$ cat config.mk
export PLATFORM = sky130hd
export DESIGN_NAME = key_debounce_long_repeat_fifo_unit
export DESIGN_NICKNAME = d
export VERILOG_FILES = /design/src/rtl/kdl_pkg.sv /design/src/rtl/kdl_front.sv /design/src/rtl/kdl_queue.sv /design/src/rtl/kdl_key_step.sv /design/src/rtl/kdl_back.sv /design/src/rtl/key_debounce_long_repeat_fifo_unit.sv
export SDC_FILE = /design/constraint.sdc
export NUM_CORES = 1
export LEC_CHECK = 0
export BUFFER_PORTS_ARGS = -buffer_cell sky130_fd_sc_hd__buf_2
export CAP_MARGIN = 30
export CORE_MARGIN = 5
export CORE_UTILIZATION = 40
export DETAILED_ROUTE_END_ITERATION = 10
export GPL_TIMING_DRIVEN = 0
export PLACE_DENSITY = 0.64
export SYNTH_ARGS = -nofsm -noshare
export SYNTH_HDL_FRONTEND = slang
export SYNTH_SLANG_ARGS = --single-unit
export TNS_END_PERCENT = 1
$ cat constraint.sdc
create_clock -name clk_i -period 5.45 [get_ports clk_i]
set_clock_uncertainty 0.05 [all_clocks]
set_input_delay 1.09 -clock clk_i [delete_from_list [all_inputs] [get_ports clk_i]]
set_output_delay 1.09 -clock clk_i [all_outputs]
set_load 0.02 [all_outputs]
$ cat src/rtl/kdl_pkg.sv
// Shared types, constants and helpers of the key debounce block.
// No dependencies; imported by every module of the block.
package kdl_pkg;

  localparam int KEY_NUM = 3;

  localparam logic [1:0] KEY_COMBO = 2'd2;

  localparam logic [6:0]  FILTER_RESET     = 7'd5;
  localparam logic [15:0] LONG_RESET       = 16'd100;
  localparam logic [7:0]  RPT_RESET_KEY0   = 8'd5;
  localparam logic [7:0]  RPT_RESET_KEY1   = 8'd6;
  localparam logic [7:0]  RPT_RESET_COMBO  = 8'd5;
  localparam logic [1:0]  LEVELS_RESET     = 2'd3;

  typedef enum logic [2:0] {
    REG_FILTER      = 3'd0,
    REG_LONG_KEY0   = 3'd1,
    REG_LONG_KEY1   = 3'd2,
    REG_LONG_COMBO  = 3'd3,
    REG_RPT_KEY0    = 3'd4,
    REG_RPT_KEY1    = 3'd5,
    REG_RPT_COMBO   = 3'd6,
    REG_LEVELS      = 3'd7
  } kdl_reg_e;

  typedef enum logic {
    KIND_TICK = 1'b0,
    KIND_READ = 1'b1
  } kdl_kind_e;

  typedef enum logic [1:0] {
    EV_NONE = 2'd0,
    EV_DOWN = 2'd1,
    EV_UP   = 2'd2,
    EV_LONG = 2'd3
  } kdl_event_e;

  typedef enum logic [2:0] {
    ST_IDLE,
    ST_KEY,
    ST_PUSH,
    ST_READ,
    ST_OUT
  } kdl_state_e;

  typedef struct packed {
    logic [6:0]                filter_ticks;
    logic [KEY_NUM-1:0][15:0]  long_ticks;
    logic [KEY_NUM-1:0][7:0]   repeat_ticks;
    logic [1:0]                active_levels;
  } kdl_cfg_t;

  typedef struct packed {
    kdl_kind_e  kind;
    logic [1:0] act;
  } kdl_cmd_t;

  typedef struct packed {
    logic [7:0]  deb;
    logic        pressed;
    logic [15:0] long_cnt;
    logic [7:0]  rpt_cnt;
  } kdl_key_state_t;

  typedef struct packed {
    logic       first_vld;
    logic [3:0] first;
    logic       second_vld;
    logic [3:0] second;
  } kdl_push_t;

  function automatic logic [3:0] kdl_code(logic [1:0] k, kdl_event_e ev);
    return ({2'b00, k} << 1) + {2'b00, k} + {2'b00, ev};
  endfunction

endpackage

$ cat src/rtl/kdl_front.sv
// Input side: accepts stream beats and classifies them into queue commands.
// Depends on kdl_pkg.
module kdl_front import kdl_pkg::*; (
  input  logic       s_axis_tvalid,
  output logic       s_axis_tready,
  input  logic [7:0] s_axis_tdata,   // [1:0] pin_levels
  input  logic       s_axis_tuser,   // [0] op
  input  logic [1:0] active_levels_i,
  output logic       push_valid_o,
  input  logic       push_ready_i,
  output kdl_cmd_t   push_cmd_o
);

  assign s_axis_tready   = push_ready_i;
  assign push_valid_o    = s_axis_tvalid;
  assign push_cmd_o.kind = kdl_kind_e'(s_axis_tuser);
  // a pin is active when its level matches its active-level bit
  assign push_cmd_o.act  = ~(s_axis_tdata[1:0] ^ active_levels_i);

endmodule

$ cat src/rtl/kdl_queue.sv
// Two-entry command queue between the front and the back sequencer.
// Depends on kdl_pkg.
module kdl_queue import kdl_pkg::*; (
  input  logic     clk_i,
  input  logic     rst_ni,
  input  logic     push_valid_i,
  output logic     push_ready_o,
  input  kdl_cmd_t push_cmd_i,
  output logic     pop_valid_o,
  input  logic     pop_ready_i,
  output kdl_cmd_t pop_cmd_o
);

  kdl_cmd_t   entry_q [2];
  logic       wr_q, rd_q;
  logic [1:0] cnt_q, cnt_d;
  logic       do_push, do_pop;

  assign push_ready_o = (cnt_q != 2'd2);
  assign pop_valid_o  = (cnt_q != 2'd0);
  assign pop_cmd_o    = entry_q[rd_q];
  assign do_push      = push_valid_i && push_ready_o;
  assign do_pop       = pop_valid_o && pop_ready_i;

  always_comb begin
    cnt_d = cnt_q;
    if (do_push && !do_pop) cnt_d = cnt_q + 2'd1;
    if (!do_push && do_pop) cnt_d = cnt_q - 2'd1;
  end

  always_ff @(posedge clk_i or negedge rst_ni) begin
    if (!rst_ni) begin
      wr_q  <= 1'b0;
      rd_q  <= 1'b0;
      cnt_q <= 2'd0;
    end else begin
      cnt_q <= cnt_d;
      if (do_push) wr_q <= ~wr_q;
      if (do_pop)  rd_q <= ~rd_q;
    end
  end

  always_ff @(posedge clk_i) begin
    if (do_push) entry_q[wr_q] <= push_cmd_i;
  end

endmodule

$ cat src/rtl/kdl_key_step.sv
// One debounce / long-press / repeat update of a single virtual key.
// Depends on kdl_pkg; shared by all keys in the back sequencer.
module kdl_key_step import kdl_pkg::*; (
  input  logic [1:0]     key_i,
  input  logic [1:0]     act_i,
  input  logic [6:0]     filter_i,
  input  logic [15:0]    long_i,
  input  logic [7:0]     rpt_i,
  input  kdl_key_state_t state_i,
  output kdl_key_state_t state_o,
  output kdl_push_t      push_o
);

  logic       down;
  logic [7:0] f, f2;
  kdl_event_e ev_a, ev_b;

  assign down = (key_i == KEY_COMBO) ? (act_i == 2'b11) : (act_i == (2'b01 << key_i));
  assign f    = {1'b0, filter_i};
  assign f2   = {filter_i, 1'b0};

  always_comb begin
    state_o = state_i;
    ev_a    = EV_NONE;
    ev_b    = EV_NONE;
    if (down) begin
      if (state_i.deb < f) begin
        state_o.deb = f;
      end else if (state_i.deb < f2) begin
        state_o.deb = state_i.deb + 8'd1;
      end else begin
        if (!state_i.pressed) begin
          state_o.pressed = 1'b1;
          ev_a            = EV_DOWN;
        end
        if (long_i != 16'd0) begin
          if (state_i.long_cnt < long_i) begin
            state_o.long_cnt = state_i.long_cnt + 16'd1;
            if (state_o.long_cnt == long_i) ev_b = EV_LONG;
          end else if (rpt_i != 8'd0) begin
            state_o.rpt_cnt = state_i.rpt_cnt + 8'd1;
            if (state_o.rpt_cnt >= rpt_i) begin
              state_o.rpt_cnt = 8'd0;
              ev_b            = EV_DOWN;
            end
          end
        end
      end
    end else begin
      if (state_i.deb > f) begin
        state_o.deb = f;
      end else if (state_i.deb != 8'd0) begin
        state_o.deb = state_i.deb - 8'd1;
      end else if (state_i.pressed) begin
        state_o.pressed = 1'b0;
        ev_a            = EV_UP;
      end
      state_o.long_cnt = 16'd0;
      state_o.rpt_cnt  = 8'd0;
    end
  end

  always_comb begin
    push_o = '0;
    if (ev_a != EV_NONE) begin
      push_o.first_vld  = 1'b1;
      push_o.first      = kdl_code(key_i, ev_a);
      push_o.second_vld = (ev_b != EV_NONE);
      push_o.second     = kdl_code(key_i, ev_b);
    end else begin
      push_o.first_vld  = (ev_b != EV_NONE);
      push_o.first      = kdl_code(key_i, ev_b);
    end
  end

endmodule

$ cat src/rtl/kdl_back.sv
// Back sequencer: sweeps the three keys, owns the event ring and the output register.
// Depends on kdl_pkg and kdl_key_step.
module kdl_back import kdl_pkg::*; #(
  parameter int RING_DEPTH = 16
) (
  input  logic       clk_i,
  input  logic       rst_ni,
  input  kdl_cfg_t   cfg_i,
  input  logic       pop_valid_i,
  output logic       pop_ready_o,
  input  kdl_cmd_t   pop_cmd_i,
  output logic       m_axis_tvalid,
  input  logic       m_axis_tready,
  output logic [7:0] m_axis_tdata    // [3:0] key_code
);

  localparam int PW = (RING_DEPTH > 1) ? $clog2(RING_DEPTH) : 1;
  localparam logic [PW-1:0] PTR_LAST = PW'(RING_DEPTH - 1);

  kdl_state_e     st_q, st_d;
  logic [1:0]     key_q;
  logic [1:0]     act_q;
  logic [3:0]     pend_q;
  logic [PW-1:0]  wr_ptr_q, rd_ptr_q;
  logic           empty_q;
  logic           out_valid_q;
  logic [3:0]     out_q;
  logic [3:0]     ring_q [RING_DEPTH];
  logic [3:0]     ring_rd_q;

  logic [7:0]     deb_q      [KEY_NUM];
  logic           pressed_q  [KEY_NUM];
  logic [15:0]    long_cnt_q [KEY_NUM];
  logic [7:0]     rpt_cnt_q  [KEY_NUM];

  kdl_key_state_t ks_cur, ks_nxt;
  kdl_push_t      push;
  logic           last_key;
  logic           key_we, ring_we, ring_re, out_load;
  logic [3:0]     ring_wdata;

  assign ks_cur.deb      = deb_q[key_q];
  assign ks_cur.pressed  = pressed_q[key_q];
  assign ks_cur.long_cnt = long_cnt_q[key_q];
  assign ks_cur.rpt_cnt  = rpt_cnt_q[key_q];

  kdl_key_step u_step (
    .key_i    (key_q),
    .act_i    (act_q),
    .filter_i (cfg_i.filter_ticks),
    .long_i   (cfg_i.long_ticks[key_q]),
    .rpt_i    (cfg_i.repeat_ticks[key_q]),
    .state_i  (ks_cur),
    .state_o  (ks_nxt),
    .push_o   (push)
  );

  assign last_key = (key_q == KEY_COMBO);

  always_comb begin
    st_d = st_q;
    unique case (st_q)
      ST_IDLE: begin
        if (pop_valid_i) st_d = (pop_cmd_i.kind == KIND_READ) ? ST_READ : ST_KEY;
      end
      ST_KEY: begin
        if (push.second_vld) st_d = ST_PUSH;
        else if (last_key)   st_d = ST_IDLE;
      end
      ST_PUSH: begin
        st_d = last_key ? ST_IDLE : ST_KEY;
      end
      ST_READ: begin
        st_d = ST_OUT;
      end
      ST_OUT: begin
        if (out_load) st_d = ST_IDLE;
      end
      default: st_d = ST_IDLE;
    endcase
  end

  always_comb begin
    pop_ready_o = (st_q == ST_IDLE);
    key_we      = (st_q == ST_KEY);
    ring_re     = (st_q == ST_READ);
    out_load    = (st_q == ST_OUT) && (!out_valid_q || m_axis_tready);
    ring_we     = 1'b0;
    ring_wdata  = pend_q;
    if (st_q == ST_KEY) begin
      ring_we    = push.first_vld;
      ring_wdata = push.first;
    end else if (st_q == ST_PUSH) begin
      ring_we    = 1'b1;
    end
  end

  always_ff @(posedge clk_i or negedge rst_ni) begin
    if (!rst_ni) begin
      st_q        <= ST_IDLE;
      key_q       <= 2'd0;
      wr_ptr_q    <= '0;
      rd_ptr_q    <= '0;
      empty_q     <= 1'b1;
      out_valid_q <= 1'b0;
      for (int k = 0; k < KEY_NUM; k++) begin
        deb_q[k]      <= 8'(FILTER_RESET >> 1);
        pressed_q[k]  <= 1'b0;
        long_cnt_q[k] <= 16'd0;
        rpt_cnt_q[k]  <= 8'd0;
      end
    end else begin
      st_q <= st_d;
      if (pop_ready_o && pop_valid_i) key_q <= 2'd0;
      else if (((st_q == ST_KEY) && !push.second_vld) || (st_q == ST_PUSH)) begin
        if (!last_key) key_q <= key_q + 2'd1;
      end
      if (key_we) begin
        deb_q[key_q]      <= ks_nxt.deb;
        pressed_q[key_q]  <= ks_nxt.pressed;
        long_cnt_q[key_q] <= ks_nxt.long_cnt;
        rpt_cnt_q[key_q]  <= ks_nxt.rpt_cnt;
      end
      if (ring_we) wr_ptr_q <= (wr_ptr_q == PTR_LAST) ? '0 : wr_ptr_q + PW'(1);
      if (ring_re) begin
        empty_q <= (rd_ptr_q == wr_ptr_q);
        if (rd_ptr_q != wr_ptr_q) rd_ptr_q <= (rd_ptr_q == PTR_LAST) ? '0 : rd_ptr_q + PW'(1);
      end
      if (out_load)           out_valid_q <= 1'b1;
      else if (m_axis_tready) out_valid_q <= 1'b0;
    end
  end

  always_ff @(posedge clk_i) begin
    if (pop_ready_o && pop_valid_i) act_q <= pop_cmd_i.act;
    if (key_we && push.second_vld) pend_q <= push.second;
    if (out_load) out_q <= empty_q ? 4'd0 : ring_rd_q;
  end

  always_ff @(posedge clk_i) begin
    if (ring_we) ring_q[wr_ptr_q] <= ring_wdata;
  end

  always_ff @(posedge clk_i) begin
    if (ring_re) ring_rd_q <= ring_q[rd_ptr_q];
  end

  assign m_axis_tvalid = out_valid_q;
  assign m_axis_tdata  = {4'd0, out_q};

`ifndef SYNTHESIS
  a_no_ring_rw: assert property (@(posedge clk_i) disable iff (!rst_ni)
    !(ring_we && ring_re)) else $error("ring written and read in one cycle");

  a_key_range: assert property (@(posedge clk_i) disable iff (!rst_ni)
    (st_q == ST_KEY || st_q == ST_PUSH) |-> key_q != 2'd3)
    else $error("key index out of range");

  a_code_range: assert property (@(posedge clk_i) disable iff (!rst_ni)
    ring_we |-> (ring_wdata != 4'd0 && ring_wdata <= 4'd9))
    else $error("invalid key code pushed");

  a_out_load: assert property (@(posedge clk_i) disable iff (!rst_ni)
    out_load |=> out_valid_q) else $error("loaded result not presented");
`endif

endmodule

$ cat src/rtl/key_debounce_long_repeat_fifo_unit.sv
// Debounce of two buttons and their combination, with long-press, repeat and an event ring.
// Top level: holds the configuration registers; depends on kdl_pkg, kdl_front,
// kdl_queue and kdl_back.
//
// A beat with tuser 0 is a scan tick carrying the raw pin levels; a beat with tuser 1
// reads one key code (0 when the ring is empty) and returns one output beat. Commands
// pass through a two-entry queue to a sequencer that runs the three virtual keys one
// per cycle through a single shared key update unit, save for a push state, so a tick
// occupies the sequencer for a dispatch state, one key state per key and one push state
// when the pressed key raises two events in the same tick. A read passes through
// dispatch, a registered ring read and an output load, plus any wait on the output
// register. Input beats keep being accepted while the queue has room. The ring holds
// RING_DEPTH codes, no overflow check: RING_DEPTH unread codes make it look empty again.
module key_debounce_long_repeat_fifo_unit import kdl_pkg::*; #(
  parameter int RING_DEPTH = 16
) (
  input  logic        clk_i,
  input  logic        rst_ni,
  input  logic        s_axis_tvalid,
  output logic        s_axis_tready,
  input  logic [7:0]  s_axis_tdata,   // [1:0] pin_levels
  input  logic        s_axis_tuser,   // [0] op
  output logic        m_axis_tvalid,
  input  logic        m_axis_tready,
  output logic [7:0]  m_axis_tdata,   // [3:0] key_code
  input  logic        cfg_we_i,
  input  logic [2:0]  cfg_idx_i,
  input  logic [15:0] cfg_data_i
);

  kdl_cfg_t cfg_q;
  logic     push_valid, push_ready, pop_valid, pop_ready;
  kdl_cmd_t push_cmd, pop_cmd;

  always_ff @(posedge clk_i or negedge rst_ni) begin
    if (!rst_ni) begin
      cfg_q.filter_ticks    <= FILTER_RESET;
      cfg_q.long_ticks[0]   <= LONG_RESET;
      cfg_q.long_ticks[1]   <= LONG_RESET;
      cfg_q.long_ticks[2]   <= LONG_RESET;
      cfg_q.repeat_ticks[0] <= RPT_RESET_KEY0;
      cfg_q.repeat_ticks[1] <= RPT_RESET_KEY1;
      cfg_q.repeat_ticks[2] <= RPT_RESET_COMBO;
      cfg_q.active_levels   <= LEVELS_RESET;
    end else if (cfg_we_i) begin
      unique case (kdl_reg_e'(cfg_idx_i))
        REG_FILTER:     cfg_q.filter_ticks    <= cfg_data_i[6:0];
        REG_LONG_KEY0:  cfg_q.long_ticks[0]   <= cfg_data_i;
        REG_LONG_KEY1:  cfg_q.long_ticks[1]   <= cfg_data_i;
        REG_LONG_COMBO: cfg_q.long_ticks[2]   <= cfg_data_i;
        REG_RPT_KEY0:   cfg_q.repeat_ticks[0] <= cfg_data_i[7:0];
        REG_RPT_KEY1:   cfg_q.repeat_ticks[1] <= cfg_data_i[7:0];
        REG_RPT_COMBO:  cfg_q.repeat_ticks[2] <= cfg_data_i[7:0];
        REG_LEVELS:     cfg_q.active_levels   <= cfg_data_i[1:0];
        default:        cfg_q.active_levels   <= cfg_q.active_levels;
      endcase
    end
  end

  kdl_front u_front (
    .s_axis_tvalid   (s_axis_tvalid),
    .s_axis_tready   (s_axis_tready),
    .s_axis_tdata    (s_axis_tdata),
    .s_axis_tuser    (s_axis_tuser),
    .active_levels_i (cfg_q.active_levels),
    .push_valid_o    (push_valid),
    .push_ready_i    (push_ready),
    .push_cmd_o      (push_cmd)
  );

  kdl_queue u_queue (
    .clk_i        (clk_i),
    .rst_ni       (rst_ni),
    .push_valid_i (push_valid),
    .push_ready_o (push_ready),
    .push_cmd_i   (push_cmd),
    .pop_valid_o  (pop_valid),
    .pop_ready_i  (pop_ready),
    .pop_cmd_o    (pop_cmd)
  );

  kdl_back #(
    .RING_DEPTH (RING_DEPTH)
  ) u_back (
    .clk_i         (clk_i),
    .rst_ni        (rst_ni),
    .cfg_i         (cfg_q),
    .pop_valid_i   (pop_valid),
    .pop_ready_o   (pop_ready),
    .pop_cmd_i     (pop_cmd),
    .m_axis_tvalid (m_axis_tvalid),
    .m_axis_tready (m_axis_tready),
    .m_axis_tdata  (m_axis_tdata)
  );

endmodule

# Word-level counts from Yosys, hierarchy flattened

Memories as Yosys holds them, arrays and structs flattened. A register that Yosys moved wholly into a read port is not among the register bits.
Cells that the tools add are included.

Logic and storage cells: 201
Bits in writable memories: 70
Memories: 2
Bits of input ports: 33
Register bits after elaboration: 209

Add/subtract/negate cells: 12
Equal/unequal tests: 24
Shift operators: 1
Muxes and demuxes: 81
$lt $le $gt $ge: 8
Bitwise logic cells: 5
Reduce and logical (&&, ||, !) cells: 36

Memory list:

| name            | words | bits a word | rd ports | clocked after memory_dff | wr ports | line            | source |
|---|---|---|---|---|---|---|---|
| u_back.ring_q   | 16    | 4           | 1        | 1                        | 1        | kdl_back.sv:28  | `logic [3:0] ring_q [RING_DEPTH];` |
| u_queue.entry_q | 2     | 3           | 1        | 0                        | 1        | kdl_queue.sv:14 | `kdl_cmd_t entry_q [2];` |

Operator list:

| kind                    | count |
|---|---|
| $mux W8                 | 13 |
| $mux W16                | 5 |
| $bmux W16 S2            | 2 |
| $mux W25                | 2 |
| $bmux W8 S2             | 3 |
| $bwmux W24              | 2 |
| $bwmux W48              | 1 |
| $mux W2                 | 17 |
| $mux W33                | 1 |
| $demux W16 S2           | 1 |
| $mux W24                | 1 |
| $reduce_and A2 Y1       | 10 |
| $mux W1                 | 19 |
| $add A16 B1 Y16 const B | 1 |
| $add A8 B1 Y8 const B   | 2 |
| $demux W8 S2            | 1 |
| $eq A16 B16 Y1          | 1 |
| $lt A16 B16 Y1          | 1 |
| $reduce_bool A16 Y1     | 1 |
| $reduce_bool A8 Y1      | 2 |
| $eq A3 B3 Y1 const B    | 5 |
| $pmux W3 S5             | 1 |
| $eq A3 B2 Y1 const B    | 4 |
| $mux W3                 | 4 |
| other kinds (38)        | 67 |

# Logic depth before layout (Yosys ltp)

Gate-level depths: netlist (run 1).

Depth in word-level cells: 20
Mapped depth: 26
Mapped depth without buffers: 19

# By module

A second synthesis (run 1) with hierarchy kept.

Cells, all modules: 1294
Area, all modules: 15930.3 um^2

By module, submodules not included:

| module                             | instances | cells an instance | sequential area each (um^2) | area an instance (um^2) |
|---|---|---|---|---|
| kdl_back                           | 1         | 658               | 5200.0                      | 9246.4 |
| key_debounce_long_repeat_fifo_unit | 1         | 180               | 2050.7                      | 3234.4 |
| kdl_key_step                       | 1         | 425               | 0.0                         | 3000.4 |
| kdl_queue                          | 1         | 26                | 280.3                       | 409.1 |
| kdl_front                          | 1         | 5                 | 0.0                         | 40.0 |

# Worst setup path before layout (run 1)

Ideal clock, no wire load.

Kind: reg2reg
Start: register u_back.key_q[1]
End: memory u_back.ring_q[0][1], data pin
Path buffers: 8
Setup time: 291 ps
Path slack: -11 ps
Period minus slack after synthesis: 5461 ps
Arrival time: 5120 ps
Cell stages (with the launch flop): 27
Path through: dfrtp_1 buf_6 buf_12 buf_8 buf_6 buf_6 buf_6 mux2i_1 nor2_1 a21oi_1 ha_1 nor2b_1 o2111a_1 or4_1 buf_2 nor3b_1 o211ai_1 nor4bb_1 and4_1 buf_6 or2_2 ha_1 inv_1 fa_1 inv_1 mux2i_1 a21oi_1

Longest elaborated chain between the ends: 16
Elaborated cells between the ends (all ways): 53

Ends and longest elaborated chain:

| item                                        | line               | source |
|---|---|---|
| start: declaration                          | kdl_back.sv:21     | `logic [1:0] key_q;` |
| start signal: assignment                    | kdl_back.sv:116    | `if (!last_key) key_q <= key_q + 2'd1;` |
| $not A2 Y3 (implied by the code)            | -                  |  |
| $bmux W8 S2                                 | kdl_back.sv:45     | `assign ks_cur.rpt_cnt = rpt_cnt_q[key_q];` |
| $mux W8 (implied by the code) (2 in series) | kdl_back.sv:45     |  |
| $add A8 B1 Y8                               | kdl_key_step.sv:41 | `state_o.rpt_cnt = state_i.rpt_cnt + 8'd1;` |
| $ge A8 B8 Y1                                | kdl_key_step.sv:42 | `if (state_o.rpt_cnt >= rpt_i) begin` |
| $mux W1                                     | kdl_key_step.sv:42 |  |
| $mux W2                                     | kdl_key_step.sv:40 | `end else if (rpt_i != 8'd0) begin` |
| $mux W2                                     | kdl_key_step.sv:37 | `if (state_i.long_cnt < long_i) begin` |
| $mux W2                                     | kdl_key_step.sv:36 | `if (long_i != 16'd0) begin` |
| $mux W2                                     | kdl_key_step.sv:29 | `end else if (state_i.deb < f2) begin` |
| $mux W2                                     | kdl_key_step.sv:27 | `if (state_i.deb < f) begin` |
| $mux W2                                     | kdl_key_step.sv:26 | `if (down) begin` |
| $add A4 B2 Y4                               | kdl_pkg.sv:74      | `return ({2'b00, k} << 1) + {2'b00, k} + {2'b00, ev};` |
| $mux W5 *                                   | kdl_key_step.sv:65 | `if (ev_a != EV_NONE) begin` |
| $mux W4 *                                   | kdl_back.sv:90     | `if (st_q == ST_KEY) begin` |
| named net u_back.ring_wdata[1]              | kdl_back.sv:40     | `logic [3:0] ring_wdata;` |
| end: declaration                            | kdl_back.sv:28     |  |

Mark *: on every way through the listed nets, which the timed path passes. The rest lies on a longest branch. The select of a mux whose other input is x is not followed.

# Worst setup path after layout (run 1)

Start: register u_back.key_q[1]
End: memory u_back.ring_q[7][2], data pin

The elaborated chain is that of the path after synthesis.

==> qor.yml, run 1 <==
sta:
  min_period_ns: 5.31
  fin_crit_sh: 0.974
  rsz0062_at_grt: "yes"
  tightest_slew_ns: 1.03
  setup_viol: 0
  whs_ns: 0.325
  slew-limit-headroom: 0.309
  finalHoldViolations: 0
  slew_violations: 0
  setup_slack_ns: 0.140
  fmax_mhz: 188
layout:
  multi_input_area_mm2: 0.00736
  post-route-util: 0.468
  final.fill_count: 3462
  drive_gt1_frac: 0.214
  antenna_cells: 0
  design_area_mm2: 0.0176
  register_area_mm2: 0.00753
  nNetsFinal: 1560
  syn2layout_area_growth_pct: 15.6
logic_synthesis:
  synth_cell_type_count: 79
  ys_seq_area_frac: 0.494
  ys_warn_count: 0
  syn_area_per_cell_um2: 11.1
  ys_async_sr_fraction: 0.703
  synth.most_common_cell: "dfrtp_1"
  ys.flop_type: "dfrtp_1"
  synthTopCellsByCount: "dfrtp_1 (176), nand2_1 (174), o21ai_0 (118), mux2_2 (87), edfxtp_1 (84)"
  synth_area_mm2: 0.0152
  synth_edf_count: 84
  ys_ff_latch: 283
  yosys.area.top_type: "dfrtp_1"
  syn_inst: 1374
  yosysTopAreaCellShare: 0.289
  synthTopCellsByArea: "dfrtp_1 (29%), edfxtp_1 (17%), mux2_2 (6.4%)"
worst_setup_path:
  cp_data_required_time_ns: 5.70
  critPathMaxFanout: 10
  r2r-start: "u_back.key_q[1]"
  cp.arrival_ns: 5.56
  crit_path_top_delay_cell: "dfrtp_1"
  crit_type: "reg -> reg"
  r2r_slack_ns: 0.14
  r2r_cells: 25
  cp-end-kind: "register"
  r2r-end: "u_back.ring_q[7][2]"
  cp_common_cell: "buf_6"
  cpPeakStageDelay_ns: 0.40
  start_kind: "register"
pwr:
  p_seq_frac: 0.308
  p_leak_uw: 0.00713
  p_switching_uw: 3830
  comb_power_share: 0.484
  vdd_drop_max_mv: 0.289
  p_int_uw: 5490
  p_sw_frac: 0.411
  p_per_area_mw_per_mm2: 529
  p_clk_frac: 0.208
global_route:
  grt_pass1_vias: 11000
  antenna_found_initial: 0
  grt_overflow: 0
  grt_pass1_wl_um: 61100
  grt_max_degree: 103
  grt_usage: 0.180
floorplanning:
  die_area_mm2: 0.0421
  io_pins: 43
  coreArea_mm2: 0.0377
  die_w_um: 205
  die_y_um: 205
  start_util: 0.404
  rows: 71
clock_network:
  cts.htree.levels: 1
  cts_tree: "built"
  clock_tree.buffer_depth: 3
  cts_buffers: 29
  cts-root-buf: "clkbuf_16"
  clkTransAtPathRegs_ns: 0.06
  clk_latency_ns: 0.56
  clock_sinks: 283
placed_design:
  place_ws_ns: -1.66
  placed_area_mm2: 0.0161
  hpwl_um: 27300
  gp_congestion: 0.885
  portBuffers: 29
drt:
  drc: 0
  via_per_inst: 5.51
  totalWireLength_um: 38400
  dr_total_vias: 11000
  drtPass1Iterations: 5
  drt.antenna.violating_nets: 0
  post_drt_wl_per_cell_um: 19.2
  drtIter0Drc: 803
run_status:
  status: "completed"
flow_run:
  cap_violations: 0
hold_path:
  hp-class: "in -> async"
-- worst max-delay path by stage --
| stage | from | to | slack (ns) | depth (start not counted) |
|---|---|---|---|---|
| 2_1_floorplan | u_back.key_q[1] | u_back.ring_q[0][2] | 0.06 | 24 |
| 3_3_place_gp | u_back.key_q[0] | u_back.ring_q[7][2] | -2.02 | 22 |
| 3_5_place_dp | u_back.key_q[0] | u_back.ring_q[6][2] | -1.66 | 23 |
| 4_1_cts | u_back.key_q[1] | u_back.ring_q[7][2] | 0.005 | 23 |
| 5_1_grt | u_back.key_q[1] | u_back.ring_q[4][3] | -0.06 | 29 |
| 6_report | u_back.key_q[1] | u_back.ring_q[7][2] | 0.14 | 25 |
-- placed cells by master (no fill, tap or decap), drive strengths merged, types with 23 or more instances in the layout --
cell type,Yosys,layout
ha,56,56
nand2,174,174
clkbuf,49,89
edfxtp,84,84
o21ai,121,121
o2bb2ai,35,35
inv,46,47
nand3,29,29
o31ai,24,24
mux2,89,89
dfstp,23,23
nor2,51,51
dfrtp,176,176
xnor2,47,47
buf,30,90
mux2i,71,71
a21oi,41,41
-- kinds of logic after synthesis --
logic type,share of synthesized area
flip-flops,0.494
XOR/XNOR,0.0379
multiplexers,0.125
buffers and inverters,0.0393
adder cells (fa/ha/maj),0.0486
AO/OA/AOI/OAI,0.134
other,0.000246
AND/OR/NAND/NOR,0.121
-- flip-flops by register name, summed over array words and instances (netlist names), 6 cells and up --
register	flops
cfg_q	81
u_queue.entry_q	6
u_back.long_cnt_q	48
u_back.ring_q	64
u_back.deb_q	24
u_back.rpt_cnt_q	24
-- power by group through the flow --
stage	Clock (µW)	Combinational, µW	Sequential (µW)
2_1_floorplan	0	2790	2840
3_3_place_gp	0	3870	2890
3_5_place_dp	0	4000	2900
4_1_cts	1970	4270	2850
5_1_grt	2070	4880	2900
6_report	1940	4510	2870
-- critical path, delay by kind of cell (launching register included) --
kind	cells	cell delay, ns
XOR/XNOR	1	0.23
flip-flops	1	0.40
adder cells (fa/ha/maj)	4	1.03
AO/OA/AOI/OAI	8	1.22
AND/OR/NAND/NOR	4	0.79
buffers and inverters	8	1.31
-- repair_timing --
action,CTS,global route
pin swaps,9,7
endpoints found under the setup margin,144,52
buffers inserted,15,11
resized for setup,41,48
gates cloned,0,1
hold buffers,0,0
-- cell type report --
type / count / share of cell area
tap: 511 / 0.0363
multi-input combinational: 969 / 0.418
clock buffer: 39 / 0.0450
sequential: 283 / 0.428
inverter: 46 / 0.00980
timing repair buffer: 63 / 0.0263
buffer: 77 / 0.0301
clock inverter: 15 / 0.00717
-- routing by layer --
metal | track usage | vias to the layer above | part of all wire
li1 | - | 5198 | -
met1 | 0.249 | 5548 | 0.45
met2 | 0.296 | 223 | 0.48
met3 | 0.0231 | 67 | 0.037
met4 | 0.0584 | 0 | 0.029
met5 | 0 | - | 0
-- per-stage QoR --
stage                     total power (µW)  cells  setup TNS [ns]
after floorplan                       5630   1377               0
after detailed placement              6890   1924         -116.02
final                                 9320   2003               0
after global routing                  9850   2003          -0.743
after global placement                6760   1917         -162.11
after CTS                             9090   1991               0
No activity file was read; power rests on OpenSTA's default activity.
==> run 2, diff against run 1 <==
Settings changed: CELL_PAD_IN_SITES_DETAIL_PLACEMENT from default to 0, CELL_PAD_IN_SITES_GLOBAL_PLACEMENT from default to 2, CORE_UTILIZATION 40 to 39, PLACE_DENSITY 0.64 to 0.84.
==> qor.yml, run 2 (synthesized netlist as in run 1, its figures left out) <==
layout:
  multi_input_area_mm2: 0.00729  # -0.90%
  final_cell_mix: "dfrtp_1 (175), nand2_1 (173), o21ai_0 (114)"
  register_area_mm2: 0.00753  # unchanged
  nNetsFinal: 1561  # +0.064%
  antenna_cells: 0  # unchanged
  layoutNonFillerInstCount: 2013  # +0.50%
  top_register: "cfg_q"
  reg.largest.list: "cfg_q: 81 flops, u_back.ring_q: 64 flops, u_back.long_cnt_q: 48 flops"
  syn2layout_area_growth_pct: 15.9
  final.fill_count: 3608  # +4.2%
  largest_reg_flops: 81  # unchanged
  layout_commonest_cell: "dfrtp_1"
  drive_gt1_frac: 0.221  # +0.00626
  design_area_mm2: 0.0177  # +0.26%
floorplanning:
  rows: 72  # +1.4%
  die_area_mm2: 0.0431  # +2.4%
  die_y_um: 208  # +1.2%
  coreArea_mm2: 0.0386  # +2.6%
  die_w_um: 208  # +1.2%
  start_util: 0.394  # -0.0103
  io_pins: 43  # unchanged
sta:
  setup_viol: 0  # unchanged
  whs_ns: 0.373  # +0.0474 ns
  finalHoldViolations: 0  # unchanged
  tightest_slew_ns: 0.855  # -0.180 ns
  fmax_mhz: 192  # +1.7%
  setup_tns_ns: 0  # unchanged
  setup_slack_ns: 0.231  # +0.0905 ns
  min_period_ns: 5.22  # -0.0905 ns
  slew_violations: 0  # unchanged
  fin_crit_sh: 0.958  # -0.0166
  slew-limit-headroom: 0.430  # +0.121
placed_design:
  gp_congestion: 0.858  # -3.1%
  placed_area_mm2: 0.0161  # about the same
  place_ws_ns: -1.58  # +0.0744 ns
  portBuffers: 29  # unchanged
  place_inst: 1932  # +0.42%
  hpwl_um: 28900  # +6.0%
run_status:
  status: "completed"
drt:
  drtIter0Drc: 732  # -8.8%
  drtPass1Iterations: 5  # unchanged
  totalWireLength_um: 39500  # +3.0%
  post_drt_wl_per_cell_um: 19.6  # +2.5%
  drt.antenna.violating_nets: 0  # unchanged
  dr_total_vias: 10900  # -1.3%
  drc: 0  # unchanged
  via_per_inst: 5.41  # -1.8%
clock_network:
  cts.htree.levels: 1  # unchanged
  clk_latency_ns: 0.57  # about the same
  clock_tree.buffer_depth: 3  # unchanged
  hold_buffers: 0  # unchanged
  cts-root-buf: "clkbuf_16"
  cts_buffers: 31  # +6.9%
  cts_tree: "built"
  clock_sinks: 283  # unchanged
  clkTransAtPathRegs_ns: 0.06  # about the same
worst_setup_path:
  crit_type: "reg -> reg"
  critPathMaxFanout: 16  # +6
  start_kind: "register"
  cp_data_required_time_ns: 5.83  # +0.13 ns
  cp-end-kind: "register"
  cp.arrival_ns: 5.60  # +0.04 ns
global_route:
  grt_overflow: 0  # unchanged
  grt_usage: 0.181  # +0.000883
  grt_max_degree: 77  # -25%
  grt_pass1_wl_um: 63700  # +4.2%
  antenna_found_initial: 0  # unchanged
  grt_pass1_vias: 11100  # +1.0%
hold_path:
  hp-class: "in -> async"
flow_run:
  cap_violations: 0  # unchanged
pwr:
  vdd_drop_max_mv: 0.265  # -8.3%
  p_leak_uw: 0.00719  # +0.91%
  p_per_area_mw_per_mm2: 534  # +0.94%
## run 2: cell types whose count changed in the layout (fill, tap and decap cells not counted), sizes merged
cell and delta:
clkinv -4, clkinvlp +2, buf -1, inv +2, clkbuf +4
## run 2: power by group
part / internal, µW / total (µW) / switching (µW)
sequential: 2670 / 2860 / 190
clock: 1250 / 2130 / 874
combinational: 1670 / 4440 / 2770
## run 2: final cells by class
cell class,instances,share of cell area
Clock buffer,43,0.0510
Clock inverter,15,0.00850
Buffer,75,0.0276
Multi-Input combinational cell,969,0.413
Timing Repair Buffer,64,0.0271
Tap cell,518,0.0367
Inverter,46,0.00978
Sequential cell,283,0.426
## run 2: what timing repair did
item	4_1_cts	5_1_grt
setup buffers	16	12
setup endpoints to repair	149	92
gates resized for setup	41	32
pin swaps	7	6
endpoints found under the hold margin	0	0
## run 2: critical path: stages, from the launching register on
cell and delay [ns]:
dfrtp_1 0.38, buf_6 0.15, buf_16 0.13, buf_12 0.15, buf_12 0.14, buf_6 0.17
mux2i_1 0.20, nor2_1 0.06, a21oi_2 0.21, ha_1 0.19, nor2b_1 0.05, o2111a_1 0.24
or4_1 0.46, clkbuf_4 0.21, nor3b_4 0.19, buf_4 0.17, nand2_1 0.07, nor2_1 0.09
and2_1 0.20, or2_2 0.32, ha_1 0.22, inv_1 0.07, fa_1 0.42, inv_1 0.09
mux2i_2 0.08, a21oi_4 0.15, buf_12 0.16
## run 2: path summary, 6_finish.rpt
kind,startpoint,endpoint,slack (ns),cells past startpoint
setup / recovery,u_back.key_q[1],u_back.ring_q[12][1],0.23,26
hold / removal,rst_ni,u_back.long_cnt_q[1],0.37,1
setup reg to reg,u_back.key_q[1],u_back.ring_q[12][1],0.23,26
hold reg to reg,u_back.long_cnt_q[21],u_back.long_cnt_q[21],0.43,2
max in group asynchronous,rst_ni,cfg_q[4],3.81,3
min in group clk_i,u_back.long_cnt_q[21],u_back.long_cnt_q[21],0.43,2
## run 2: per-layer routing
metal / GRT usage / vias up / wire [µm]
met2: 0.304 / 189 / 19000
met5: 0 / - / 0
met4: 0.0428 / 0 / 933
met1: 0.249 / 5435 / 17900
met3: 0.0280 / 60 / 1760
li1: - / 5209 / -
## run 2: per-stage QoR
step / total power (µW) / util
5_1_grt: 10000 / 0.457
2_1_floorplan: 5630 / -
6_report: 9430 / 0.457
3_5_place_dp: 6920 / 0.418
3_3_place_gp: 6820 / 0.415
4_1_cts: 9330 / 0.452
==> run 3, diff against run 2 <==
--- a/config.mk
+++ b/config.mk
@@ -9,11 +9,10 @@
 export CAP_MARGIN = 30
-export CELL_PAD_IN_SITES_DETAIL_PLACEMENT = 0
-export CELL_PAD_IN_SITES_GLOBAL_PLACEMENT = 2
 export CORE_MARGIN = 5
-export CORE_UTILIZATION = 39
+export CORE_UTILIZATION = 40
 export DETAILED_ROUTE_END_ITERATION = 10
 export GPL_TIMING_DRIVEN = 0
-export PLACE_DENSITY = 0.84
+export PLACE_DENSITY = 0.64
 export SYNTH_ARGS = -nofsm -noshare
 export SYNTH_HDL_FRONTEND = slang
+export SYNTH_HIERARCHICAL = 1
 export SYNTH_SLANG_ARGS = --single-unit
--- a/constraint.sdc
+++ b/constraint.sdc
@@ -4,2 +4,2 @@
 set_output_delay 1.09 -clock clk_i [all_outputs]
-set_load 0.02 [all_outputs]
+set_load 0.01 [all_outputs]
==> qor.yml, run 3 <==
global_route:
  grt_usage: 0.160  # -0.0212
  grt_pass1_wl_um: 57300  # -10%
  grt_overflow: 0  # unchanged
  grt_max_degree: 86  # +12%
  grt_pass1_vias: 10300  # -6.7%
  antenna_found_initial: 0  # unchanged
pwr:
  vdd_drop_max_mv: 0.280  # +5.8%
  p_int_uw: 5840  # +4.2%
  p_sw_frac: 0.390  # -0.0161
  p_leak_uw: 0.00759  # +5.5%
  p_seq_frac: 0.309  # +0.005
  p_clk_frac: 0.211  # -0.014
  p_per_area_mw_per_mm2: 532  # -0.34%
  comb_power_share: 0.480  # +0.009
  power_uw: 9570  # +1.5%
  p_switching_uw: 3740  # -2.5%
logic_synthesis:
  synth_edf_count: 84  # unchanged
  yosysTopAreaCellShare: 0.276  # -0.0126
  syn_inst: 1294  # -5.8%
  synth_cell_type_count: 79  # unchanged
  synth_area_mm2: 0.0159  # +4.6%
  synth.most_common_cell: "dfrtp_1"
  ys_async_sr_fraction: 0.703  # unchanged
  ys.flop_type: "dfrtp_1"
  ys_ff_latch: 283  # unchanged
  syn_area_per_cell_um2: 12.3  # +11%
  ys_seq_area_frac: 0.473  # -0.0215
  synthTopCellsByCount: "dfrtp_1 (176), mux2_4 (110), nand2_1 (103), edfxtp_1 (84)"
  synthTopCellsByArea: "dfrtp_1 (28%), edfxtp_1 (16%), mux2_4 (10%)"
  yosys.area.top_type: "dfrtp_1"
  ys_warn_count: 6  # +6
drt:
  totalWireLength_um: 35600  # -9.8%
  drt.antenna.violating_nets: 0  # unchanged
  drtIter0Drc: 626  # -14%
  wl_met3_um: 1490  # -15%
  highest_layer: "met4"
  wl_met2_um: 16900  # -11%
  drc: 0  # unchanged
  post_drt_wl_per_cell_um: 18.7  # -5.0%
  wl_met1_um: 16300  # -9.0%
  via_per_inst: 5.30  # -2.1%
  dr_total_vias: 10100  # -7.1%
  drtPass1Iterations: 5  # unchanged
worst_setup_path:
  cp_data_required_time_ns: 5.68  # -0.15 ns
  start_kind: "register"
  crit_path_top_delay_cell: "nor3_2"
  crit_type: "reg -> reg"
  cp-end-kind: "register"
  r2r_slack_ns: 0.28  # +0.05 ns
  worstPathCellList: "buf_2 -> mux2i_1 -> o21ai_0 -> buf_2 -> nand2_1 -> nor3_2 -> and4_1 -> o2111ai_1 -> and4bb_1 -> nand3_2 -> nand2_1 -> ha_1 -> fa_1 -> mux2_2 -> mux2_4"
  critPathMaxFanout: 16  # unchanged
  r2r_cells: 15  # -42%
  r2r-end: "u_back/ring_q[5][1]"
  crit_family: "simple AND/OR/NAND/NOR gates"
  cpPeakStageDelay_ns: 0.59  # +0.13 ns
  path_buf_inv: 2  # -8
  r2r-start: "u_back/key_q[1]"
  worst-path-stages: 15  # -42%
  cp.arrival_ns: 5.40  # -0.20 ns
  startpoint: "u_back/key_q[1]"
  critical_path.endpoint: "u_back/ring_q[5][1]"
layout:
  antenna_cells: 0  # unchanged
  layoutNonFillerInstCount: 1911  # -5.1%
  largest_reg_flops: 81  # unchanged
  drive_gt1_frac: 0.287  # +0.0664
  top_register: "cfg_q"
  final_cell_mix: "dfrtp_1 (175), mux2_4 (113), nand2_1 (103)"
  nNetsFinal: 1455  # -6.8%
  post-route-util: 0.455  # -0.00223
  syn2layout_area_growth_pct: 12.9
  reg.largest.list: "cfg_q: 81 flops, u_back/ring_q: 64 flops, u_back/long_cnt_q: 48 flops"
  final.fill_count: 3567  # -1.1%
  layout_commonest_cell: "dfrtp_1"
clock_network:
  clk_latency_ns: 0.57  # about the same
  cts_buffers: 31  # unchanged
  clock_sinks: 283  # unchanged
  clkTransAtPathRegs_ns: 0.06  # about the same
  hold_buffers: 0  # unchanged
  cts.htree.levels: 1  # unchanged
  cts-root-buf: "clkbuf_16"
  clock_tree.buffer_depth: 3  # unchanged
  cts_tree: "built"
sta:
  slew_violations: 0  # unchanged
  setup_viol: 0  # unchanged
  whs_ns: 0.363  # -0.00997 ns
  slew-limit-headroom: 0.420  # -0.00985
  tightest_slew_ns: 0.860  # +0.00568 ns
  fin_crit_sh: 0.949  # -0.00876
  min_period_ns: 5.17  # -0.0477 ns
  fmax_mhz: 193  # +0.92%
  finalHoldViolations: 0  # unchanged
floorplanning:
  rows: 73  # +1.4%
  die_w_um: 210  # +0.92%
  die_y_um: 210  # +0.92%
  start_util: 0.403  # +0.00857
  coreArea_mm2: 0.0395  # +2.3%
  io_pins: 43  # unchanged
  die_area_mm2: 0.0439  # +1.9%
placed_design:
  gp_congestion: 0.869  # +1.3%
  place_inst: 1852  # -4.1%
  portBuffers: 26  # -10%
  hpwl_um: 25800  # -11%
flow_run:
  cap_violations: 0  # unchanged
run_status:
  status: "completed"
hold_path:
  hp-class: "in -> async"
==> run 3: logic make-up after synthesis <==
family | share of synthesized area
other | 0.000235
DFF | 0.473
AOI/OAI and AO/OA | 0.0741
buffers and inverters | 0.0424
xor gates and xnor gates | 0.0363
adders and majority gates | 0.0481
and+or+nand+nor | 0.103
muxes | 0.223
==> run 3: power by group through the flow <==
stage               combinational [µW]  clock [µW]  sequential, µW
floorplan                         3400           0            2920
global route                      5040        2170            3000
finish                            4600        2020            2960
CTS                               4580        2080            2950
detailed placement                4480           0            3000
global placement                  4370           0            2980
==> run 3: final cells by class <==
cell class	instances	area, µm²	area share
plain buffers	74	539	0.0300
clock buffers	50	900	0.0500
clock inverters	7	78.8	0.00438
inverters	49	184	0.0102
multi-input cells	890	7870	0.437
flip-flops and latches	283	7530	0.419
well taps	525	657	0.0365
repair buffers	33	228	0.0127
==> run 3: worst reg2reg max path, stage by stage, from the launching register on <==
cell       delay (ns)
dfrtp_1          0.57
buf_2            0.43
mux2i_1          0.13
o21ai_0          0.39
buf_2            0.29
nand2_1          0.12
nor3_2           0.59
and4_1           0.30
o2111ai_1        0.10
and4bb_1         0.32
nand3_2          0.22
nand2_1          0.13
ha_1             0.19
fa_1             0.43
mux2_2           0.28
mux2_4           0.36
==> run 3: metrics by stage <==
stage | area, µm² | setup slack [ns] | setup TNS (ns)
2_1_floorplan | 15900 | 0.433 | 0
3_5_place_dp | 16800 | -1.38 | -130.94
6_report | 18000 | 0.279 | 0
3_3_place_gp | 16700 | -1.26 | -130.18
4_1_cts | 17900 | 0.0264 | 0
5_1_grt | 18000 | -0.00436 | -0.0266
==> run 3: metal layers <==
metal | global-route usage | vias up
li1 | - | 4812
met1 | 0.219 | 5039
met4 | 0.0412 | 0
met5 | 0 | -
met3 | 0.0257 | 60
met2 | 0.266 | 214
==> run 3: how the worst min path moves through the flow <==
stage,from,end,slack [ns],depth (start not counted)
4_1_cts,rst_ni,cfg_q[67],0.35,1
3_3_place_gp,u_queue/cnt_q[1],u_queue/cnt_q[1],0.42,1
3_5_place_dp,u_queue/wr_q,u_queue/wr_q,0.44,1
2_1_floorplan,u_queue/cnt_q[1],u_queue/cnt_q[1],0.41,1
6_report,rst_ni,cfg_q[35],0.36,1
5_1_grt,rst_ni,cfg_q[54],0.37,1
==> run 3: repair_timing <==
item                       4_1_cts  5_1_grt
gates resized for setup         41       42
setup endpoints to repair      144      132
setup buffers                    2        1
pin swaps                        2        1
